File: src/sv/dlnp_pkg.sv
// Shared types, constants and character codes for the decimal line number parser.
package dlnp_pkg;

  // Default parameter values.
  localparam int BUF_SIZE_DEF  = 32;
  localparam int FRAC_BITS_DEF = 16;

  // Fixed sizes of the parse state.
  localparam int MANT_W      = 60;
  localparam int MANT_DIGITS = 18;
  localparam int DIGITS_W    = 5;
  localparam int SHIFT_W     = 8;
  localparam int EXP_W       = 6;
  localparam int EXP_MAX     = 63;
  localparam int E_W         = 10;
  localparam int CNT_W       = 8;
  // Largest negative power of ten that can still give a nonzero result.
  localparam int MAX_DIV_POW = 27;
  // Width that holds 10**MAX_DIV_POW.
  localparam int DEN_W       = 90;

  localparam logic [7:0] END_CHAR_RESET = 8'd10;

  // Character codes.
  localparam logic [7:0] CH_MINUS = 8'h2D;
  localparam logic [7:0] CH_PLUS  = 8'h2B;
  localparam logic [7:0] CH_DOT   = 8'h2E;
  localparam logic [7:0] CH_ZERO  = 8'h30;
  localparam logic [7:0] CH_NINE  = 8'h39;
  localparam logic [7:0] CH_E_LO  = 8'h65;
  localparam logic [7:0] CH_E_UP  = 8'h45;

  typedef enum logic [2:0] {
    PH_START, PH_ZEROS, PH_INT, PH_DOT, PH_FRAC, PH_EXPS, PH_EXPD, PH_DONE
  } phase_t;

  typedef enum logic [2:0] {
    S_IDLE, S_DECIDE, S_MUL, S_DEN, S_DIV, S_ROUND, S_FIN
  } state_t;

  // Number as parsed so far.
  typedef struct packed {
    logic                      negative;
    logic [MANT_W-1:0]         mantissa;
    logic [DIGITS_W-1:0]       digits;
    logic signed [SHIFT_W-1:0] shift;
    logic                      exp_negative;
    logic [EXP_W-1:0]          exp_magnitude;
  } line_t;

  // Commands from the controller to the conversion datapath.
  typedef struct packed {
    logic load;
    logic mul_step;
    logic take_prod;
    logic set_sat;
    logic den_step;
    logic div_step;
    logic round;
    logic out_load;
  } cmd_t;

  // Status from the conversion datapath to the controller.
  typedef struct packed {
    logic mant_zero;
    logic e_neg;
    logic e_tiny;
    logic cnt_zero;
    logic p_over;
    logic div_last;
  } status_t;

endpackage

File: src/sv/dlnp_parser.sv
// Byte-wise parser that builds the mantissa, decimal shift and exponent of one line.
module dlnp_parser #(
  parameter int BUF_SIZE = dlnp_pkg::BUF_SIZE_DEF
) (
  input  logic             clk,
  input  logic             rst,
  input  logic             accept,
  input  logic [7:0]       rx_byte,
  input  logic             cfg_we,
  input  logic [7:0]       cfg_data,
  output logic             line_end,
  output dlnp_pkg::line_t  line
);

  localparam int LC_W = (BUF_SIZE > 2) ? $clog2(BUF_SIZE) : 1;
  localparam logic [LC_W-1:0] LC_LAST = LC_W'(BUF_SIZE - 1);

  logic [7:0]       end_char;
  logic [LC_W-1:0]  line_count;
  dlnp_pkg::phase_t phase, phase_next;
  dlnp_pkg::line_t  line_next;

  // Take one digit into the mantissa, or adjust the decimal shift.
  function automatic dlnp_pkg::line_t take_digit(dlnp_pkg::line_t l, logic [3:0] d,
                                                 logic frac);
    dlnp_pkg::line_t r;
    r = l;
    if (l.digits < dlnp_pkg::DIGITS_W'(dlnp_pkg::MANT_DIGITS)) begin
      if (l.mantissa != '0 || d != 4'd0) begin
        r.mantissa = (l.mantissa << 3) + (l.mantissa << 1) + dlnp_pkg::MANT_W'(d);
        r.digits   = l.digits + 1'b1;
      end
      if (frac && l.shift != -8'sd128) r.shift = l.shift - 8'sd1;
    end else if (!frac && l.shift != 8'sd127) begin
      r.shift = l.shift + 8'sd1;
    end
    return r;
  endfunction

  // Next parse state for one byte.
  always_comb begin
    logic       dig;
    logic       ech;
    logic [3:0] d;
    logic [9:0] e;
    dig = (rx_byte >= dlnp_pkg::CH_ZERO) && (rx_byte <= dlnp_pkg::CH_NINE);
    ech = (rx_byte == dlnp_pkg::CH_E_LO) || (rx_byte == dlnp_pkg::CH_E_UP);
    d   = 4'(rx_byte - dlnp_pkg::CH_ZERO);
    e   = 10'(line.exp_magnitude) * 10'd10 + 10'(d);
    line_next  = line;
    phase_next = phase;
    unique case (phase)
      dlnp_pkg::PH_START, dlnp_pkg::PH_ZEROS: begin
        if (phase == dlnp_pkg::PH_START && rx_byte == dlnp_pkg::CH_MINUS) begin
          line_next.negative = 1'b1;
          phase_next = dlnp_pkg::PH_ZEROS;
        end else if (rx_byte == dlnp_pkg::CH_ZERO) begin
          phase_next = dlnp_pkg::PH_ZEROS;
        end else if (dig) begin
          line_next  = take_digit(line, d, 1'b0);
          phase_next = dlnp_pkg::PH_INT;
        end else if (rx_byte == dlnp_pkg::CH_DOT) begin
          phase_next = dlnp_pkg::PH_DOT;
        end else if (ech) begin
          phase_next = dlnp_pkg::PH_EXPS;
        end else begin
          phase_next = dlnp_pkg::PH_DONE;
        end
      end
      dlnp_pkg::PH_INT: begin
        if (dig) line_next = take_digit(line, d, 1'b0);
        else if (rx_byte == dlnp_pkg::CH_DOT) phase_next = dlnp_pkg::PH_DOT;
        else if (ech) phase_next = dlnp_pkg::PH_EXPS;
        else phase_next = dlnp_pkg::PH_DONE;
      end
      dlnp_pkg::PH_DOT: begin
        if (dig) begin
          line_next  = take_digit(line, d, 1'b1);
          phase_next = dlnp_pkg::PH_FRAC;
        end else begin
          phase_next = dlnp_pkg::PH_DONE;
        end
      end
      dlnp_pkg::PH_FRAC: begin
        if (dig) line_next = take_digit(line, d, 1'b1);
        else if (ech) phase_next = dlnp_pkg::PH_EXPS;
        else phase_next = dlnp_pkg::PH_DONE;
      end
      dlnp_pkg::PH_EXPS: begin
        if (rx_byte == dlnp_pkg::CH_PLUS) begin
          phase_next = dlnp_pkg::PH_EXPD;
        end else if (rx_byte == dlnp_pkg::CH_MINUS) begin
          line_next.exp_negative = 1'b1;
          phase_next = dlnp_pkg::PH_EXPD;
        end else if (dig) begin
          line_next.exp_magnitude = dlnp_pkg::EXP_W'(d);
          phase_next = dlnp_pkg::PH_EXPD;
        end else begin
          phase_next = dlnp_pkg::PH_DONE;
        end
      end
      dlnp_pkg::PH_EXPD: begin
        if (dig) begin
          line_next.exp_magnitude = (e > 10'(dlnp_pkg::EXP_MAX)) ?
                                    dlnp_pkg::EXP_W'(dlnp_pkg::EXP_MAX) : e[5:0];
        end else begin
          phase_next = dlnp_pkg::PH_DONE;
        end
      end
      default: ;
    endcase
  end

  assign line_end = accept && (rx_byte == end_char);

  // End character register.
  always_ff @(posedge clk) begin
    if (rst) begin
      end_char <= dlnp_pkg::END_CHAR_RESET;
    end else if (cfg_we) begin
      end_char <= cfg_data;
    end
  end

  // Line state: cleared on the end character and on an overlong line.
  always_ff @(posedge clk) begin
    if (rst || line_end || (accept && line_count == LC_LAST)) begin
      line_count <= '0;
      phase      <= dlnp_pkg::PH_START;
      line       <= '0;
    end else if (accept) begin
      line_count <= line_count + 1'b1;
      phase      <= phase_next;
      line       <= line_next;
    end
  end

endmodule

File: src/sv/dlnp_datapath.sv
// Conversion datapath: power-of-ten scaling, bit-serial division, rounding and saturation.
module dlnp_datapath #(
  parameter int FRAC_BITS = dlnp_pkg::FRAC_BITS_DEF
) (
  input  logic               clk,
  input  dlnp_pkg::line_t    line,
  input  dlnp_pkg::cmd_t     cmd,
  output dlnp_pkg::status_t  status,
  output logic signed [31:0] value,
  output logic               saturated
);

  localparam int NUM_W = dlnp_pkg::MANT_W + FRAC_BITS;
  localparam int BIT_W = $clog2(NUM_W + 1);
  localparam int DEN_W = dlnp_pkg::DEN_W;

  logic                         negative;
  logic                         mant_zero;
  logic                         e_neg;
  logic                         e_tiny;
  logic [dlnp_pkg::CNT_W-1:0]   cnt;
  logic [dlnp_pkg::MANT_W-1:0]  p;
  logic [DEN_W-1:0]             den;
  logic [NUM_W-1:0]             num;
  logic [DEN_W-1:0]             rem;
  logic [NUM_W-1:0]             quo;
  logic [BIT_W-1:0]             bitcnt;
  logic [NUM_W-1:0]             mag;
  logic                         sat;

  logic signed [dlnp_pkg::E_W-1:0] e_full;
  logic [dlnp_pkg::E_W-1:0]        e_abs;
  logic [DEN_W:0]                  r2;
  logic [DEN_W:0]                  r2_diff;
  logic                            ge;
  logic [NUM_W-1:0]                lim;
  logic                            sat_all;
  logic [31:0]                     mag32;

  // Total decimal exponent of the parsed number.
  always_comb begin
    e_full = dlnp_pkg::E_W'(line.shift) +
             (line.exp_negative ? -$signed(dlnp_pkg::E_W'(line.exp_magnitude))
                                :  $signed(dlnp_pkg::E_W'(line.exp_magnitude)));
    e_abs  = e_full[dlnp_pkg::E_W-1] ? dlnp_pkg::E_W'(-e_full) : dlnp_pkg::E_W'(e_full);
  end

  // One restoring division step.
  always_comb begin
    r2      = {rem, num[NUM_W-1]};
    r2_diff = r2 - {1'b0, den};
    ge      = !r2_diff[DEN_W] || r2[DEN_W];
  end

  // Saturation limit and signed result.
  always_comb begin
    lim     = {{(NUM_W-32){1'b0}}, negative, {31{~negative}}};
    sat_all = sat || (mag > lim);
    mag32   = sat_all ? lim[31:0] : mag[31:0];
  end

  assign status.mant_zero = mant_zero;
  assign status.e_neg     = e_neg;
  assign status.e_tiny    = e_tiny;
  assign status.cnt_zero  = (cnt == '0);
  assign status.p_over    = (p > dlnp_pkg::MANT_W'(33'h1_0000_0000));
  assign status.div_last  = (bitcnt == BIT_W'(1));

  // Work registers, updated under controller commands.
  always_ff @(posedge clk) begin
    if (cmd.load) begin
      negative  <= line.negative;
      mant_zero <= (line.mantissa == '0);
      e_neg     <= e_full[dlnp_pkg::E_W-1];
      e_tiny    <= e_full[dlnp_pkg::E_W-1] &&
                   (e_abs > dlnp_pkg::E_W'(dlnp_pkg::MAX_DIV_POW));
      cnt       <= e_abs[dlnp_pkg::CNT_W-1:0];
      p         <= line.mantissa;
      den       <= DEN_W'(1);
      num       <= NUM_W'(line.mantissa) << FRAC_BITS;
      rem       <= '0;
      quo       <= '0;
      bitcnt    <= BIT_W'(NUM_W);
      mag       <= '0;
      sat       <= 1'b0;
    end
    if (cmd.mul_step) begin
      p   <= (p << 3) + (p << 1);
      cnt <= cnt - 1'b1;
    end
    if (cmd.take_prod) mag <= NUM_W'(p) << FRAC_BITS;
    if (cmd.set_sat) sat <= 1'b1;
    if (cmd.den_step) begin
      den <= (den << 3) + (den << 1);
      cnt <= cnt - 1'b1;
    end
    if (cmd.div_step) begin
      rem    <= ge ? r2_diff[DEN_W-1:0] : r2[DEN_W-1:0];
      quo    <= {quo[NUM_W-2:0], ge};
      num    <= num << 1;
      bitcnt <= bitcnt - 1'b1;
    end
    // Round half up on the remainder.
    if (cmd.round) mag <= quo + NUM_W'({rem, 1'b0} >= {1'b0, den});
    if (cmd.out_load) begin
      value     <= negative ? -$signed(mag32) : $signed(mag32);
      saturated <= sat_all;
    end
  end

endmodule

File: src/sv/dlnp_ctrl.sv
// Controller state machine that sequences the conversion of one line.
module dlnp_ctrl (
  input  logic              clk,
  input  logic              rst,
  input  logic              line_end,
  input  logic              out_stall,
  input  dlnp_pkg::status_t status,
  output dlnp_pkg::cmd_t    cmd,
  output logic              in_stall,
  output logic              out_valid
);

  dlnp_pkg::state_t state, state_next;

  // Next state.
  always_comb begin
    state_next = state;
    unique case (state)
      dlnp_pkg::S_IDLE: if (line_end) state_next = dlnp_pkg::S_DECIDE;
      dlnp_pkg::S_DECIDE: begin
        if (status.mant_zero || status.e_tiny) state_next = dlnp_pkg::S_FIN;
        else if (!status.e_neg) state_next = dlnp_pkg::S_MUL;
        else state_next = dlnp_pkg::S_DEN;
      end
      dlnp_pkg::S_MUL: if (status.p_over || status.cnt_zero) state_next = dlnp_pkg::S_FIN;
      dlnp_pkg::S_DEN: if (status.cnt_zero) state_next = dlnp_pkg::S_DIV;
      dlnp_pkg::S_DIV: if (status.div_last) state_next = dlnp_pkg::S_ROUND;
      dlnp_pkg::S_ROUND: state_next = dlnp_pkg::S_FIN;
      dlnp_pkg::S_FIN: if (!out_valid || !out_stall) state_next = dlnp_pkg::S_IDLE;
      default: state_next = dlnp_pkg::S_IDLE;
    endcase
  end

  // Commands.
  always_comb begin
    cmd      = '0;
    cmd.load = line_end;
    unique case (state)
      dlnp_pkg::S_MUL: begin
        if (status.p_over) cmd.set_sat = 1'b1;
        else if (status.cnt_zero) cmd.take_prod = 1'b1;
        else cmd.mul_step = 1'b1;
      end
      dlnp_pkg::S_DEN:   cmd.den_step = !status.cnt_zero;
      dlnp_pkg::S_DIV:   cmd.div_step = 1'b1;
      dlnp_pkg::S_ROUND: cmd.round = 1'b1;
      dlnp_pkg::S_FIN:   cmd.out_load = !out_valid || !out_stall;
      default: ;
    endcase
  end

  assign in_stall = (state != dlnp_pkg::S_IDLE);

  // State and output valid.
  always_ff @(posedge clk) begin
    if (rst) begin
      state     <= dlnp_pkg::S_IDLE;
      out_valid <= 1'b0;
    end else begin
      state <= state_next;
      if (cmd.out_load) out_valid <= 1'b1;
      else if (!out_stall) out_valid <= 1'b0;
    end
  end

`ifndef SYNTHESIS
  a_end_only_idle: assert property (@(posedge clk) disable iff (rst)
    line_end |-> state == dlnp_pkg::S_IDLE) else $error("line end outside idle");
  a_end_starts: assert property (@(posedge clk) disable iff (rst)
    line_end |=> state == dlnp_pkg::S_DECIDE) else $error("conversion did not start");
  a_one_step: assert property (@(posedge clk) disable iff (rst)
    $onehot0({cmd.mul_step, cmd.den_step, cmd.div_step, cmd.round, cmd.out_load}))
    else $error("conflicting datapath steps");
  a_no_overwrite: assert property (@(posedge clk) disable iff (rst)
    cmd.out_load |-> !(out_valid && out_stall)) else $error("result overwritten");
`endif

endmodule

File: src/sv/decimal_line_number_parser.sv
// Decimal line number parser: one result in signed fixed point per line of received bytes.
// Each byte other than the end character is parsed on the fly as it is taken.
// The end character starts a conversion during which no byte is taken: a decision
// state, then either up to ten multiply-by-ten steps and a step that takes the product
// or flags saturation for a nonnegative exponent, or up to 27 steps that build the
// power-of-ten divisor plus a step that ends that build, one numerator bit per cycle
// (60 + FRAC_BITS bits, 76 by default) in the restoring divider and a rounding step,
// and a final state that writes the output register; a zero mantissa or too small an
// exponent goes straight there. The divider path is the worst case, and the final
// state waits while a previous result still waits in the output register. A result
// left waiting once written does not block the parsing of the next line.
module decimal_line_number_parser #(
  parameter int BUF_SIZE  = dlnp_pkg::BUF_SIZE_DEF,
  parameter int FRAC_BITS = dlnp_pkg::FRAC_BITS_DEF
) (
  input  logic               clk,
  input  logic               rst,
  input  logic               in_valid,
  output logic               in_stall,
  input  logic [7:0]         rx_byte,
  output logic               out_valid,
  input  logic               out_stall,
  output logic signed [31:0] value,
  output logic               saturated,
  input  logic               cfg_valid,
  output logic               cfg_ready,
  input  logic [7:0]         end_char
);

  logic              accept;
  logic              line_end;
  dlnp_pkg::line_t   line;
  dlnp_pkg::cmd_t    cmd;
  dlnp_pkg::status_t status;

  assign accept    = in_valid && !in_stall;
  assign cfg_ready = 1'b1;

  dlnp_parser #(.BUF_SIZE(BUF_SIZE)) u_parser (
    .clk      (clk),
    .rst      (rst),
    .accept   (accept),
    .rx_byte  (rx_byte),
    .cfg_we   (cfg_valid && cfg_ready),
    .cfg_data (end_char),
    .line_end (line_end),
    .line     (line)
  );

  dlnp_ctrl u_ctrl (
    .clk       (clk),
    .rst       (rst),
    .line_end  (line_end),
    .out_stall (out_stall),
    .status    (status),
    .cmd       (cmd),
    .in_stall  (in_stall),
    .out_valid (out_valid)
  );

  dlnp_datapath #(.FRAC_BITS(FRAC_BITS)) u_datapath (
    .clk       (clk),
    .line      (line),
    .cmd       (cmd),
    .status    (status),
    .value     (value),
    .saturated (saturated)
  );

endmodule
File: config.mk
export PLATFORM = sky130hd
export DESIGN_NAME = decimal_line_number_parser
export DESIGN_NICKNAME = d
export VERILOG_FILES = /design/src/sv/dlnp_pkg.sv /design/src/sv/dlnp_parser.sv /design/src/sv/dlnp_datapath.sv /design/src/sv/dlnp_ctrl.sv /design/src/sv/decimal_line_number_parser.sv
export SDC_FILE = /design/constraint.sdc
export NUM_CORES = 2
export LEC_CHECK = 0
export BUFFER_PORTS_ARGS = -buffer_cell sky130_fd_sc_hd__buf_4
export CAP_MARGIN = 25
export CELL_PAD_IN_SITES_DETAIL_PLACEMENT = 1
export CELL_PAD_IN_SITES_GLOBAL_PLACEMENT = 1
export CORE_MARGIN = 2
export CORE_UTILIZATION = 50
export CTS_BUF_LIST = sky130_fd_sc_hd__clkbuf_8 sky130_fd_sc_hd__clkbuf_16
export DETAILED_ROUTE_END_ITERATION = 10
export HOLD_SLACK_MARGIN = 0.03
export PLACE_DENSITY_LB_ADDON = 0.08
export SYNTH_ARGS = -nofsm -noshare
export SYNTH_HDL_FRONTEND = slang
export SYNTH_SLANG_ARGS = --single-unit
File: constraint.sdc
create_clock -name clk -period 9.16 [get_ports clk]
set_clock_uncertainty 0.1 [all_clocks]
set_input_delay 0.458 -clock clk [delete_from_list [all_inputs] [get_ports clk]]
set_output_delay 0.458 -clock clk [all_outputs]
set_load 0.05 [all_outputs]
## Yosys cells after proc, flatten, opt, wreduce, memory -nomap -nowiden

Cells that the tools add are included.

| storage, ports and cells | value |
|---|---|
| input bits | 21 |
| bits in registers | 606 |
| output and inout bits | 36 |

| operators by class | value |
|---|---|
| reduce and logical (&&, ||, !) cells | 46 |
| equality and inequality tests | 43 |
| multipliers | 1 |
| mux-type cells | 74 |
| $add $sub $neg | 18 |
| bitwise gates (word level) | 2 |
| $lt $le $gt $ge | 8 |

Operator list:

| kind | number |
|---|---|
| 76-bit 2-to-1 mux | 6 |
| 90-bit 2-to-1 mux | 5 |
| 80-bit 2-to-1 mux | 3 |
| 74-bit one-hot mux with 3 select lines | 1 |
| 65-bit 2-to-1 mux | 2 |
| 60-bit adder | 2 |
| 60-bit 2-to-1 mux | 2 |
| 91-bit by 90-bit >= comparator with 1-bit output | 1 |
| 91-bit by 90-bit subtractor with 91-bit output | 1 |
| 90-bit adder | 1 |
| 81-bit 2-to-1 mux | 1 |
| 76-bit by 1-bit adder with 76-bit output | 1 |
| 76-bit by 32-bit greater-than comparator with 1-bit output | 1 |
| 73-bit 2-to-1 mux | 1 |
| 32-bit 2-to-1 mux | 2 |
| 60-bit by 4-bit adder with 60-bit output | 1 |
| 60-bit by 33-bit greater-than comparator with 1-bit output, second input constant | 1 |
| 60-bit logical NOT | 1 |
| 60-bit nonzero test | 1 |
| 8-bit 2-to-1 mux | 6 |
| 3-bit 2-to-1 mux | 15 |
| 8-bit by 6-bit equality test with 1-bit output, second input constant | 4 |
| 32-bit negation | 1 |
| 6-bit one-hot mux with 5 select lines | 1 |
| 51 further kinds | 131 |

## Longest topological paths before layout

| logic depth | value |
|---|---|
| depth in word-level cells | 9 |
| depth in mapped cells | 27 |
| gate-level depth less buffers | 26 |

## Modules after synthesis

From an unflattened synthesis, not the netlist that was laid out.

| unflattened totals | value |
|---|---|
| cells, all modules | 5222 |
| area total of the unflattened synthesis | 47440.5 sq um |

Modules (own cells, without submodules):

| module | cells an instance | area each (sq um) | seq. area each (sq um) | times used |
|---|---|---|---|---|
| dlnp_datapath | 4039 | 38209.1 | 15154.5 | 1 |
| dlnp_parser | 1140 | 8873.5 | 1941.9 | 1 |
| dlnp_ctrl | 40 | 332.8 | 80.1 | 1 |
| decimal_line_number_parser | 3 | 25.0 | 0.0 | 1 |

## Worst setup path after synthesis

Ideal clock, no wire load.

| timing | value |
|---|---|
| kind | flip-flop to flip-flop |
| start point | register u_ctrl.state[0] |
| end point | register u_datapath.bitcnt[0], enable pin |
| cell stages (with the launch flop) | 8 |
| setup slack | 1.839 ns |
| buffers on the path | 4 |
| arrival | 5.422 ns |
| cells stage by stage | dfxtp_1 -> clkbuf_1 -> nand2b_1 -> or2_2 -> clkbuf_1 -> clkbuf_1 -> clkbuf_1 -> nand2_1 |

| on the way | value |
|---|---|
| cells in the longest elaborated chain, start to end | 5 |

RTL lines:

| what | RTL line | source |
|---|---|---|
| start, declared | dlnp_ctrl.sv:13 | `dlnp_pkg::state_t state, state_next;` |
| start signal, assigned | dlnp_ctrl.sv:57 | `state <= dlnp_pkg::S_IDLE;` |
| start signal, assigned | dlnp_ctrl.sv:60 | `state <= state_next;` |
| 3-bit nonzero test | dlnp_ctrl.sv:52 | `assign in_stall = (state != dlnp_pkg::S_IDLE);` |
| 1-bit logical NOT | decimal_line_number_parser.sv:36 | `assign accept = in_valid && !in_stall;` |
| 1-bit logical AND | decimal_line_number_parser.sv:36 |  |
| 1-bit logical AND | dlnp_parser.sv:114 | `assign line_end = accept && (rx_byte == end_char);` |
| 2-bit nonzero test (no line) (*) | n/a |  |
| end signal, assigned | dlnp_datapath.sv:83 | `bitcnt <= BIT_W'(NUM_W);` |
| end signal, assigned | dlnp_datapath.sv:101 | `bitcnt <= bitcnt - 1'b1;` |
| end, declared | dlnp_datapath.sv:27 | `logic [BIT_W-1:0] bitcnt;` |

Every way passes the cells marked *; elsewhere a longest branch is shown, timed or not.
A chain may end at the register's enable or synchronous reset.

## Worst setup path after layout

| timing | value |
|---|---|
| start point | register u_datapath.den[30] |
| end point | register u_datapath.mag[74] (data pin) |

| on the way | value |
|---|---|
| cells in the longest elaborated chain, start to end | 3 |

RTL lines:

| what | RTL line | source |
|---|---|---|
| start, declared | dlnp_datapath.sv:23 | `logic [DEN_W-1:0] den;` |
| start signal, assigned | dlnp_datapath.sv:94 | `den <= (den << 3) + (den << 1);` |
| 91-bit by 90-bit >= comparator with 1-bit output | dlnp_datapath.sv:104 | `if (cmd.round) mag <= quo + NUM_W'({rem, 1'b0} >= {1'b0, den});` |
| 76-bit by 1-bit adder with 76-bit output | dlnp_datapath.sv:104 |  |
| 76-bit 2-to-1 mux | dlnp_datapath.sv:104 |  |
| end signal, assigned | dlnp_datapath.sv:91 | `if (cmd.take_prod) mag <= NUM_W'(p) << FRAC_BITS;` |
| end signal, assigned | dlnp_datapath.sv:104 |  |
| end, declared | dlnp_datapath.sv:28 | `logic [NUM_W-1:0] mag;` |

Every way passes these cells.

==> results.yml <==
grt:
  grt_usage_pct: 28.43
  grt_max_degree: 92
  grt_pass1_wl_um: 220600
  gr-total-overflow: 0
  antenna_found_initial: 1
  grt_pass1_vias: 41036
job:
  drv_cap: 0
setup_path:
  rrSetupSlack_ns: 2.89
  path_max_fanout: 11
  end_kind: "flop"
  crit_type: "flop to flop"
  arrival_ns: 6.53
  crit_required_ns: 9.42
  crit_path_start_kind: "flop"
timing:
  setup_viol: 0
  rsz0062_at_grt: "false"
  tns_ns: 0
  slew_headroom_pct: 29.04
  fin_crit_ns: 6.268
  max_freq_mhz: 159.5
  period_share_pct: 68.42
  setup_slack_ns: 2.892
  whs_ns: 0.07876
  hold_violations: 0
  drv_slew: 0
  tightest_slew_ns: 1.064
synth:
  ys_types: 104
  postSynthAreaPerCell_um2: 8.677
  yosysSeqAreaShare_pct: 37.08
  ys.warnings.count: 0
  synth.area.top_cells: "edfxtp_1 (33%), ha_1 (11%), nand2_1 (6.0%)"
  synthCells: 5339
  ys.flop_type: "edfxtp_1"
  netlist_area_um2: 46330
  ys_seq_elements: 606
  synth.largest_area_cell: "edfxtp_1"
  synth_edf_count: 504
  synth_top_area_share_pct: 32.67
  synth_fp_nets: 5782
  synthArstFlopShare_pct: 0
min_path:
  hold_path_class: "input pin to flop"
cells_and_area:
  syn_to_final_growth_pct: 8.559
  layout_commonest_cell: "nand2_1"
  ff_latch_area_um2: 17180
  final_cell_mix: "nand2_1 (737), a21oi_1 (533), edfxtp_1 (504)"
  nets: 5721
  instances_no_fill: 6580
  fill_cells: 10695
  antenna_cells: 0
  multiInputGateArea_um2: 27500
  drive_above_1_share_pct: 5.059
clock_network:
  cts_root_buf: "clkbuf_16"
  numCtsBuffers: 76
  tritoncts: "built"
  htree_levels: 3
  numClockSinks: 606
  clkLatencyLatePin_ns: 0.65
  cts.path.max_buffers: 3
  postCtsSetupBuffers: 0
  clk_pin_slew_ns: 0.06
power_and_ir_drop:
  worst_ir_drop_vdd_mv: 0.1771
  power_density_nw_per_um2: 205.3
  leakagePower_nw: 20.33
drt:
  wl_per_cell_um: 20.72
  vias: 39629
  first_pass_iters: 5
  highest_layer: "met4"
  route.detailed.drc: 0
  wl_met1_um: 62640
  drtAntennaViolNets: 0
  dr_wl_met2_um: 65430
  wl_met3_um: 4292
  routed_wl_um: 136300
  vias_per_cell: 6.023
  first_iter_violations: 2546
placement:
  gp_routability_congestion: 0.8752
  place_inst: 6422
  portBuffers: 55
  dp_slack_ns: 2.998
  dp_hpwl_um: 101000
run_status:
  run_status: "complete, no violations"
floorplan:
  io_pins: 57
  coreArea_um2: 91800
  placementRows: 111
  fp.dieW_um: 308.4
  die_y_um: 308.4
  die-area_um2: 95100
  initial_utilization_pct: 50.46
## timing repair
action | 4_1_cts | 5_1_grt
setup endpoints to repair | 0 | 0
resized for setup | 0 | 0
hold buffers | 18 | 0
endpoints found under the hold margin | 13 | 0
## power by group
group | total, mW | switching [mW] | internal [mW]
Clock | 2.99 | 1.24 | 1.75
Sequential | 4.02 | 0.358 | 3.66
Combinational | 3.32 | 2.21 | 1.11
## registers in the layout (all words and copies together) (netlist names), 5 cells and up
name	cells
u_parser.line_count	5
u_datapath.p	60
u_datapath.value	32
u_datapath.quo	76
u_datapath.num	60
u_datapath.mag	76
u_datapath.rem	90
u_datapath.bitcnt	7
u_datapath.den	90
u_datapath.cnt	8
u_parser.end_char	8
u_parser.line	81
## critical path, cell delays in order, from the launching register on
cell,delay [ns]
edfxtp_1,0.39
inv_1,0.07
ha_1,0.44
a21o_1,0.20
a31oi_1,0.08
o31ai_1,0.35
nor2_1,0.11
o21ai_0,0.16
a21oi_1,0.11
o31ai_1,0.30
a21oi_1,0.12
nor2_1,0.10
o21ai_0,0.08
nand3_1,0.23
ha_1,0.25
ha_1,0.23
and3_1,0.21
and2_1,0.26
nand2_1,0.14
nor3_1,0.40
nand2_1,0.26
nor2_1,0.41
nand3_1,0.38
nor2_1,0.29
nand3_1,0.12
xor2_1,0.15
nor2_1,0.05
## worst paths after layout
kind                      start                    to  cells past startpoint
max          u_datapath.den[30]    u_datapath.mag[74]                     26
min                   out_stall  u_datapath.value[27]                      2
max reg2reg  u_datapath.den[30]    u_datapath.mag[74]                     26
min reg2reg   u_parser.line[19]     u_parser.line[19]                      2
## cell usage after synthesis, types with 60 or more instances
cell type  count
ha_1         414
and2_1       108
xnor2_1      199
nor3_1        91
a21o_1       204
a21oi_1      535
nand4_1      100
o21ai_0      297
inv_1        202
edfxtp_1     504
dfxtp_1      102
nor2_1       466
xor2_1       185
nand3_1      115
clkbuf_1     202
nand2_1      741
a211oi_1      60
## per-layer routing
layer  GRT usage (%)  vias to the layer above
met1           37.80                    19573
met2           48.81                      627
met5               0                        -
li1                -                    19229
met3           2.968                      200
met4           8.361                        0
## metrics by stage
stage / instance area [um^2] / utilization [%] / total power [mW]
2_1_floorplan: 46330 / - / 6.488
3_3_place_gp: 47590 / 51.84 / 7.211
3_5_place_dp: 47610 / 51.86 / 7.322
4_1_cts: 50240 / 54.72 / 10.35
5_1_grt: 50290 / 54.78 / 10.88
6_report: 50290 / 54.78 / 10.32
## logic make-up (layout without fill, tap and decap cells)
group	Yosys count	in the layout	share of synthesized area, %
muxes	24	24	0.5320
other	1	1	0.008095
AOI/OAI and AO/OA	1514	1514	20.38
buffers and inverters	445	443	3.716
and+or+nand+nor	1942	1942	19.48
adders and majority gates	423	423	11.55
DFF	606	606	37.08
xor gates and xnor gates	384	384	7.260
## area by class of cell
type	count	area share (%)
timing repair buffer	103	1.702
multi-input combinational	4288	54.67
sequential	606	34.15
clock inverter	55	0.8732
clock buffer	82	3.991
inverter	203	1.518
tap	1243	3.092
Note: power is estimated with default switching activity, not from simulation.
